$ cat src/design/rasr_pkg.sv
// Package with payload types and constants for the rational add/subtract block.
package rasr_pkg;
	localparam int OperandW = 16;
	localparam int NumW = 33;
	localparam int DenW = 31;
	localparam int MagW = 64;

	typedef struct packed {
		logic                op;
		logic [OperandW-1:0] num_a;
		logic [OperandW-1:0] den_a;
		logic [OperandW-1:0] num_b;
		logic [OperandW-1:0] den_b;
	} in_word_t;

	typedef struct packed {
		logic [NumW-1:0] result_num;
		logic [DenW-1:0] result_den;
		logic            den_zero;
	} out_word_t;

	// One step of a binary GCD on the pair (u, v) with shared power of two k.
	typedef struct packed {
		logic [MagW-1:0] u;
		logic [MagW-1:0] v;
		logic [6:0]      k;
		logic            done;
	} gcd_cell_t;
endpackage

$ cat src/design/rasr_divider.sv
// Restoring divider that takes one quotient bit per cycle.
module rasr_divider import rasr_pkg::*; (
	input  logic            clk,
	input  logic            arst_n,
	input  logic            start,
	input  logic [MagW-1:0] dividend,
	input  logic [MagW-1:0] divisor,
	output logic            busy,
	output logic [MagW-1:0] quotient
);
	logic [MagW-1:0] rem_q;
	logic [MagW-1:0] dvs_q;
	logic [6:0]      cnt_q;
	logic [MagW:0]   trial;

	assign trial = {rem_q, quotient[MagW-1]} - {1'b0, dvs_q};

	always_ff @(posedge clk or negedge arst_n) begin
		if (!arst_n) begin
			busy  <= 1'b0;
			cnt_q <= '0;
		end else if (start) begin
			busy  <= 1'b1;
			cnt_q <= 7'(MagW);
		end else if (busy) begin
			cnt_q <= cnt_q - 7'd1;
			if (cnt_q == 7'd1) begin
				busy <= 1'b0;
			end
		end
	end

	always_ff @(posedge clk) begin
		if (start) begin
			rem_q    <= '0;
			dvs_q    <= divisor;
			quotient <= dividend;
		end else if (busy) begin
			if (!trial[MagW]) begin
				rem_q    <= trial[MagW-1:0];
				quotient <= {quotient[MagW-2:0], 1'b1};
			end else begin
				rem_q    <= {rem_q[MagW-2:0], quotient[MagW-1]};
				quotient <= {quotient[MagW-2:0], 1'b0};
			end
		end
	end
endmodule

$ cat config.mk
export PLATFORM = sky130hd
export DESIGN_NAME = rasr_divider
export DESIGN_NICKNAME = d
export VERILOG_FILES = /design/src/design/rasr_pkg.sv /design/src/design/rasr_divider.sv
export SDC_FILE = /design/constraint.sdc
export NUM_CORES = 1
export LEC_CHECK = 0
export ABC_AREA = 1
export BUFFER_PORTS_ARGS = -buffer_cell sky130_fd_sc_hd__buf_4
export CORE_UTILIZATION = 29
export DETAILED_ROUTE_END_ITERATION = 8
export HOLD_SLACK_MARGIN = 0.15
export PLACE_DENSITY = 0.46
export SLEW_MARGIN = 20
export SYNTH_ARGS = -nofsm -noshare
export SYNTH_HDL_FRONTEND = slang
export SYNTH_SLANG_ARGS = --single-unit
$ cat constraint.sdc
create_clock -name clk -period 2.5 [get_ports clk]
set_input_delay 0.5 -clock clk [delete_from_list [all_inputs] [get_ports clk]]
set_output_delay 0.5 -clock clk [all_outputs]
set_load 0.02 [all_outputs]
==> results.yml, run 1 <==
sta:
  setup_viol: 46
  timing.fmax_mhz: 393
  period_share: 1.02
  tightest_slew_ps: 751
  fin_crit_ps: 2540
  final_hold_viol_count: 0
  slew_violations: 0
  relSlewSlack: 0.499
  fin_tns_setup_ps: -884
  fin_skew_ps: 20.1
  rsz0062_at_grt: "true"
  fin_ws_ps: -42.4
synth:
  avgSynthCellArea_sq_um: 6.32
  synthMuxAreaShare: 0
  ys_types: 34
  synth_warnings: 0
  yosys.area_share.xor_xnor: 0.0188
  synth_top_family_by_area: "simple AND/OR/NAND/NOR gates"
  yosysTopAreaCell: "nand2_1"
  netlist_instances: 2283
  synth_fa_ha_area_frac: 0.0586
  syn-num-nets: 2481
  synth_seq_cells: 200
  yosys.area_share.simple: 0.382
  synth_compound_area_frac: 0.0268
  syn-cell-area_sq_um: 14400
  yosys-top-cells-area: "nand2_1 (28%), edfxtp_1 (27%), inv_1 (13%), dfxtp_1 (8.9%), ha_1 (5.7%)"
  synthDominantCellAreaShare: 0.280
  ys_seq_area_frac: 0.369
power:
  pwr-share-seq: 0.459
  cell_internal_pwr_mw: 5.91
  power.density_nw_per_um2: 434
  comb_power_share: 0.183
  p_leak_nw: 10.9
  switching_share: 0.303
  vdd_drop_max_v: 0.000512
  p_clk_frac: 0.358
  netSwitchingPower_mw: 2.57
critical_path:
  cp.arrival_ps: 2940
  end_kind: "flip-flop"
  crit_type: "reg -> reg"
  crit_fanout: 8
  start_kind: "flip-flop"
  cp_data_required_time_ps: 2900
final_layout:
  layout_commonest_cell: "nand2_1"
  nFillCells: 5448
  area_growth_pct: 35.2
  multi_input_area_sq_um: 7380
  diodes: 0
  regArea_sq_um: 5330
  nets: 2859
  drive_above_1_share: 0.185
  final_cell_mix: "nand2_1 (1009), inv_1 (488), buf_4 (313)"
global_route:
  grt_pass1_wl_mm: 76.4
  antenna_found_initial: 0
  grt_pass1_vias: 14000
  grt_max_degree: 71
  overflow: 0
  grt_usage: 0.199
drt:
  routedWlPerCell_um: 15.1
  first_pass_iters: 5
  vias: 14400
  wl_mm: 50.3
  drt_iter0_drc: 686
  drc: 0
  antenna_left: 0
  avgViaCountPerCell: 4.30
clocking:
  clockBufferDepth: 2
  clk_pin_slew_ps: 90
  cts_tree: "yes"
  h-tree-depth: 4
  cts_root_buf: "clkbuf_16"
  cts_made_buffers: 17
  insertion_delay_ps: 510
  clock_sinks: 200
run:
  cap_violations: 0
floorplan:
  num_rows: 81
  start_util: 0.294
  die_y_um: 225
  pin_count: 196
  design.core.area_sq_um: 49100
  die_w_um: 225
  dieArea_sq_um: 50700
place:
  dp_hpwl_mm: 38.2
  gp_congestion: 0.937
  io_buffers: 195
  dp_slack_ps: -46.6
run_status:
  violations: "negative setup slack"
  status: "finished with violations"
hold_path:
  hold_class: "in -> reg"
synthesized netlist by cell type:
library cell  number
fa_1               1
inv_1            491
nor3_1            14
nand3_1          132
xnor2_1           27
ha_1              66
o22ai_1            1
edfxtp_1         128
a41oi_1            1
nand2_2           12
buf_6             10
nand3b_1           6
nand4_1            9
o21bai_1           1
dfxtp_1           64
clkbuf_1          23
o21ai_0           19
a21oi_2            1
nand2_1         1078
dfrtp_1            8
buf_2              4
buf_1              5
nand2_4            3
inv_2              4
nor2_4             2
and3_1             1
nor2_1           102
a21oi_1           52
and2_1             3
nor4_1             2
xor2_1             4
nor2_2             7
nand3_4            1
nor4_4             1
layer usage:
layer,up-vias,global-route usage,share of wire
li1,7578,-,-
met3,60,0.0432,0.053
met4,0,0.0779,0.028
met2,319,0.327,0.45
met1,6401,0.254,0.47
met5,-,0,0
timing repair:
action                                  in CTS  in global routing
pin swaps                                    8                 20
hold buffers                                65                  0
hold endpoints to repair                    72                  0
gates resized for setup                     41                 76
endpoints found under the setup margin      57                 65
cloned                                       5                  7
setup buffers                                8                  4
cell type report:
cell class / instances / area share
well taps: 664 / 0.0426
clock inverters: 15 / 0.0103
inverters: 495 / 0.0952
repair buffers: 401 / 0.180
multi-input cells: 1546 / 0.378
flip-flops and latches: 200 / 0.273
clock buffers: 17 / 0.0218
registers in the layout (all words and copies together), names as in the netlist:
register / count
dvs_q: 64
busy: 1
quotient: 64
rem_q: 64
cnt_q: 7
critical path, cell delays in order (launching register included):
cell	delay, ps
edfxtp_1	380
inv_2	70
ha_4	160
fa_2	360
inv_2	70
nand2_1	40
nand2_1	70
nand3_2	80
nand2_2	80
nand2_1	60
nand2_2	80
nand2_2	60
nand2_2	90
nand2_4	80
nand2_4	90
nand2_4	50
nand2_4	90
buf_12	150
buf_12	160
nand2_2	60
nand3_2	60
nand2_1	50
power by group through the flow:
stage	Sequential (mW)	Combinational [mW]	Clock, mW
floorplan	4.07	0.619	0
detailed placement	3.96	1.46	0
finish	3.88	1.55	3.04
global route	3.92	1.72	3.24
global placement	3.96	1.45	0
CTS	3.89	1.56	3.17
through the flow:
step | area [sq um] | util | total power, mW | cells | hold WS [ps]
floorplan | 14400 | - | 4.69 | 2283 | 204
global placement | 17500 | 0.357 | 5.41 | 3218 | 325
detailed placement | 17500 | 0.357 | 5.41 | 3218 | 326
CTS | 19100 | 0.390 | 8.61 | 3328 | 206
global route | 19500 | 0.398 | 8.87 | 3338 | 232
finish | 19500 | 0.398 | 8.47 | 3338 | 248
cells by family after synthesis:
group / count (synthesis)
AND/OR/NAND/NOR: 1373
adder cells (fa/ha/maj): 67
buffers and inverters: 537
XOR/XNOR: 31
flip-flops: 200
AO/OA/AOI/OAI: 75
path summary, 6_finish.rpt:
check,startpoint,to,slack (ps),cells past startpoint
setup / recovery,quotient[63],rem_q[34],-40,21
hold / removal,dividend[36],quotient[36],250,3
setup reg to reg,quotient[63],rem_q[34],-40,21
hold reg to reg,rem_q[14],rem_q[14],480,2
max in group asynchronous,arst_n,cnt_q[5],2020,2
min in group asynchronous,arst_n,cnt_q[1],340,2
(Power assumes the default switching activity.)
==> run 2: changes to the inputs <==
--- a/config.mk
+++ b/config.mk
@@ -11,6 +11,7 @@
 export DETAILED_ROUTE_END_ITERATION = 8
 export HOLD_SLACK_MARGIN = 0.15
 export PLACE_DENSITY = 0.46
+export REMOVE_ABC_BUFFERS = 1
 export SLEW_MARGIN = 20
 export SYNTH_ARGS = -nofsm -noshare
 export SYNTH_HDL_FRONTEND = slang
==> run 2 against run 1 <==
Net effect:
- the run still ends with negative setup slack left
- worst hold slack got worse by 58 ps
- highest routed layer unchanged
- wire length down 0.41%
- cell count is 0.81% higher
- clock power fell by 7.2%
- critical path type unchanged
- sequential share of layout area up 0.10 points
- register-to-register slack worse by 30 ps
- total power fell by 2.2%
- sequential power about the same
- fmax is 1.0% lower
==> results.yml, run 2 (synthesis gave the netlist of run 1 again) <==
drt:
  antenna_left: 0
  drc: 0
  wl_mm: 50.1
  routedWlPerCell_um: 14.9
  vias: 14500
  drt_iter0_drc: 826
  avgViaCountPerCell: 4.30
  first_pass_iters: 5
place:
  dp_hpwl_mm: 39.4
  postPlaceCellArea_sq_um: 17800
  io_buffers: 195
  gp_congestion: 1.00
sta:
  final_hold_viol_count: 0
  rsz0062_at_grt: "true"
  setup_viol: 56
  fin_skew_ps: 16.3
  period_share: 1.03
  fin_ws_ps: -68.8
  timing.hold.ws_ps: 190
  tightest_slew_ps: 650
  timing.fmax_mhz: 389
  slew_violations: 0
  relSlewSlack: 0.566
  fin_crit_ps: 2570
critical_path:
  critPathSlowestCell: "edfxtp_1"
  r2r_setup_slack_ps: -70
  cp.arrival_ps: 2820
  cpPeakStageDelay_ps: 430
  crit_chain: "inv_1 -> ha_1 -> nand2_1 -> nand2_1 -> nand2_1 -> nand2_1 -> inv_1 -> nand2_1 -> nand2_1 -> nand2_1 -> a21oi_4 -> nand3_2 -> nand2_8 -> buf_12 -> buf_12 -> o21ai_2"
  start_kind: "flip-flop"
  cp_common_cell: "nand2_1"
  r2r_start: "dvs_q[37]"
  crit_fanout: 7
  cp_data_required_time_ps: 2750
  crit_buf_inv: 4
  crit_type: "reg -> reg"
  end_kind: "flip-flop"
  crit_family: "simple AND/OR/NAND/NOR gates"
  reg2reg_depth: 16
  timing.rr.end: "quotient[0]"
final_layout:
  drive_above_1_share: 0.175
  nets: 2886
  diodes: 0
  final_cell_mix: "nand2_1 (1054), inv_1 (488), buf_4 (345)"
  fin_area_sq_um: 19500
  layout_top_registers: "dvs_q: 64 flops, quotient: 64 flops, rem_q: 64 flops"
  nFillCells: 5393
  layout_commonest_cell: "nand2_1"
  area_growth_pct: 34.7
global_route:
  overflow: 0
  grt_pass1_vias: 14200
  grt_pass1_wl_mm: 77.7
  grt_max_degree: 67
  antenna_found_initial: 0
  grt_usage: 0.202
clocking:
  cts_made_buffers: 17
  clk_pin_slew_ps: 80
  cts_tree: "yes"
  clock_sinks: 200
  insertion_delay_ps: 500
  clockBufferDepth: 2
  h-tree-depth: 4
  cts_root_buf: "clkbuf_16"
floorplan:
  num_rows: 81
  start_util: 0.294
  pin_count: 196
  die_y_um: 225
  die_w_um: 225
  design.core.area_sq_um: 49100
  dieArea_sq_um: 50700
hold_path:
  hold-path-cell-count: 1
  whs_endpoint: "dvs_q[33]"
  holdCritStartpoint: "divisor[33]"
  hold_class: "in -> reg"
power:
  finalPower_mw: 8.28
  power.density_nw_per_um2: 426
  vdd_drop_max_v: 0.000477
  p_leak_nw: 10.9
run:
  cap_violations: 0
run_status:
  status: "finished with violations"
  violations: "negative setup slack"
run 2: changes by cell type in the layout (fill, tap and decap cells not counted), moves of 4 or more:
| cell | before | now |
|---|---|---|
| inv_6 | 1 | 5 |
| clkbuf_16 | 23 | 19 |
| nand2_1 | 1009 | 1054 |
| buf_4 | 313 | 345 |
| nand2_2 | 77 | 32 |
run 2: layout make-up:
type	instances	area, sq um	share of cell area
clock buffers	18	429	0.0221
repair buffers	428	3640	0.187
flip-flops and latches	200	5330	0.274
inverters	495	1860	0.0955
clock inverters	14	148	0.00759
well taps	664	831	0.0427
multi-input cells	1546	7230	0.371
run 2: repair_timing:
item	4_1_cts	5_1_grt
hold endpoints to repair	70	0
setup buffers	7	1
hold buffers	63	0
gates resized for setup	44	28
pin swaps	12	6
setup endpoints to repair	65	65
gates cloned	4	3
run 2: power by group:
part | internal, mW | leakage (nW) | switching (mW)
combinational | 0.700 | 8.71 | 0.868
clock | 1.33 | 0.286 | 1.49
sequential | 3.76 | 1.94 | 0.128
run 2: worst max path at each step:
| stage | start | to | slack (ps) | cells past startpoint |
|---|---|---|---|---|
| finish | dvs_q[37] | quotient[0] | -70 | 16 |
| global route | dvs_q[0] | rem_q[46] | -230 | 20 |
| CTS | dvs_q[0] | rem_q[18] | -110 | 21 |
| detailed placement | quotient[63] | quotient[0] | -210 | 18 |
| global placement | quotient[63] | quotient[0] | -170 | 18 |
| floorplan | busy | quotient[0] | -2370 | 2 |
run 2: per-stage QoR:
step	utilization	std cells	worst slack [ps]	TNS (ps)
floorplan	-	2241	-2370	-184200
global placement	0.362	3257	-171	-6680
detailed placement	0.362	3257	-211	-9670
CTS	0.394	3363	-110	-5070
global route	0.397	3365	-229	-12300
finish	0.397	3365	-68.8	-1730
run 2: per-layer routing:
metal / global-route usage / up-vias / share of wire
met5: 0 / - / 0
met2: 0.322 / 331 / 0.44
met3: 0.0402 / 47 / 0.054
met4: 0.0650 / 0 / 0.019
met1: 0.273 / 6470 / 0.48
li1: - / 7632 / -
run 2: worst reg2reg max path: stages (launching register included):
cell and delay [ps]:
edfxtp_1 430, inv_1 100, ha_1 270, nand2_1 70, nand2_1 70, nand2_1 70, nand2_1 70, inv_1 80
nand2_1 80, nand2_1 70, nand2_1 110, a21oi_4 240, nand3_2 160, nand2_8 140, buf_12 160, buf_12 160
o21ai_2 70
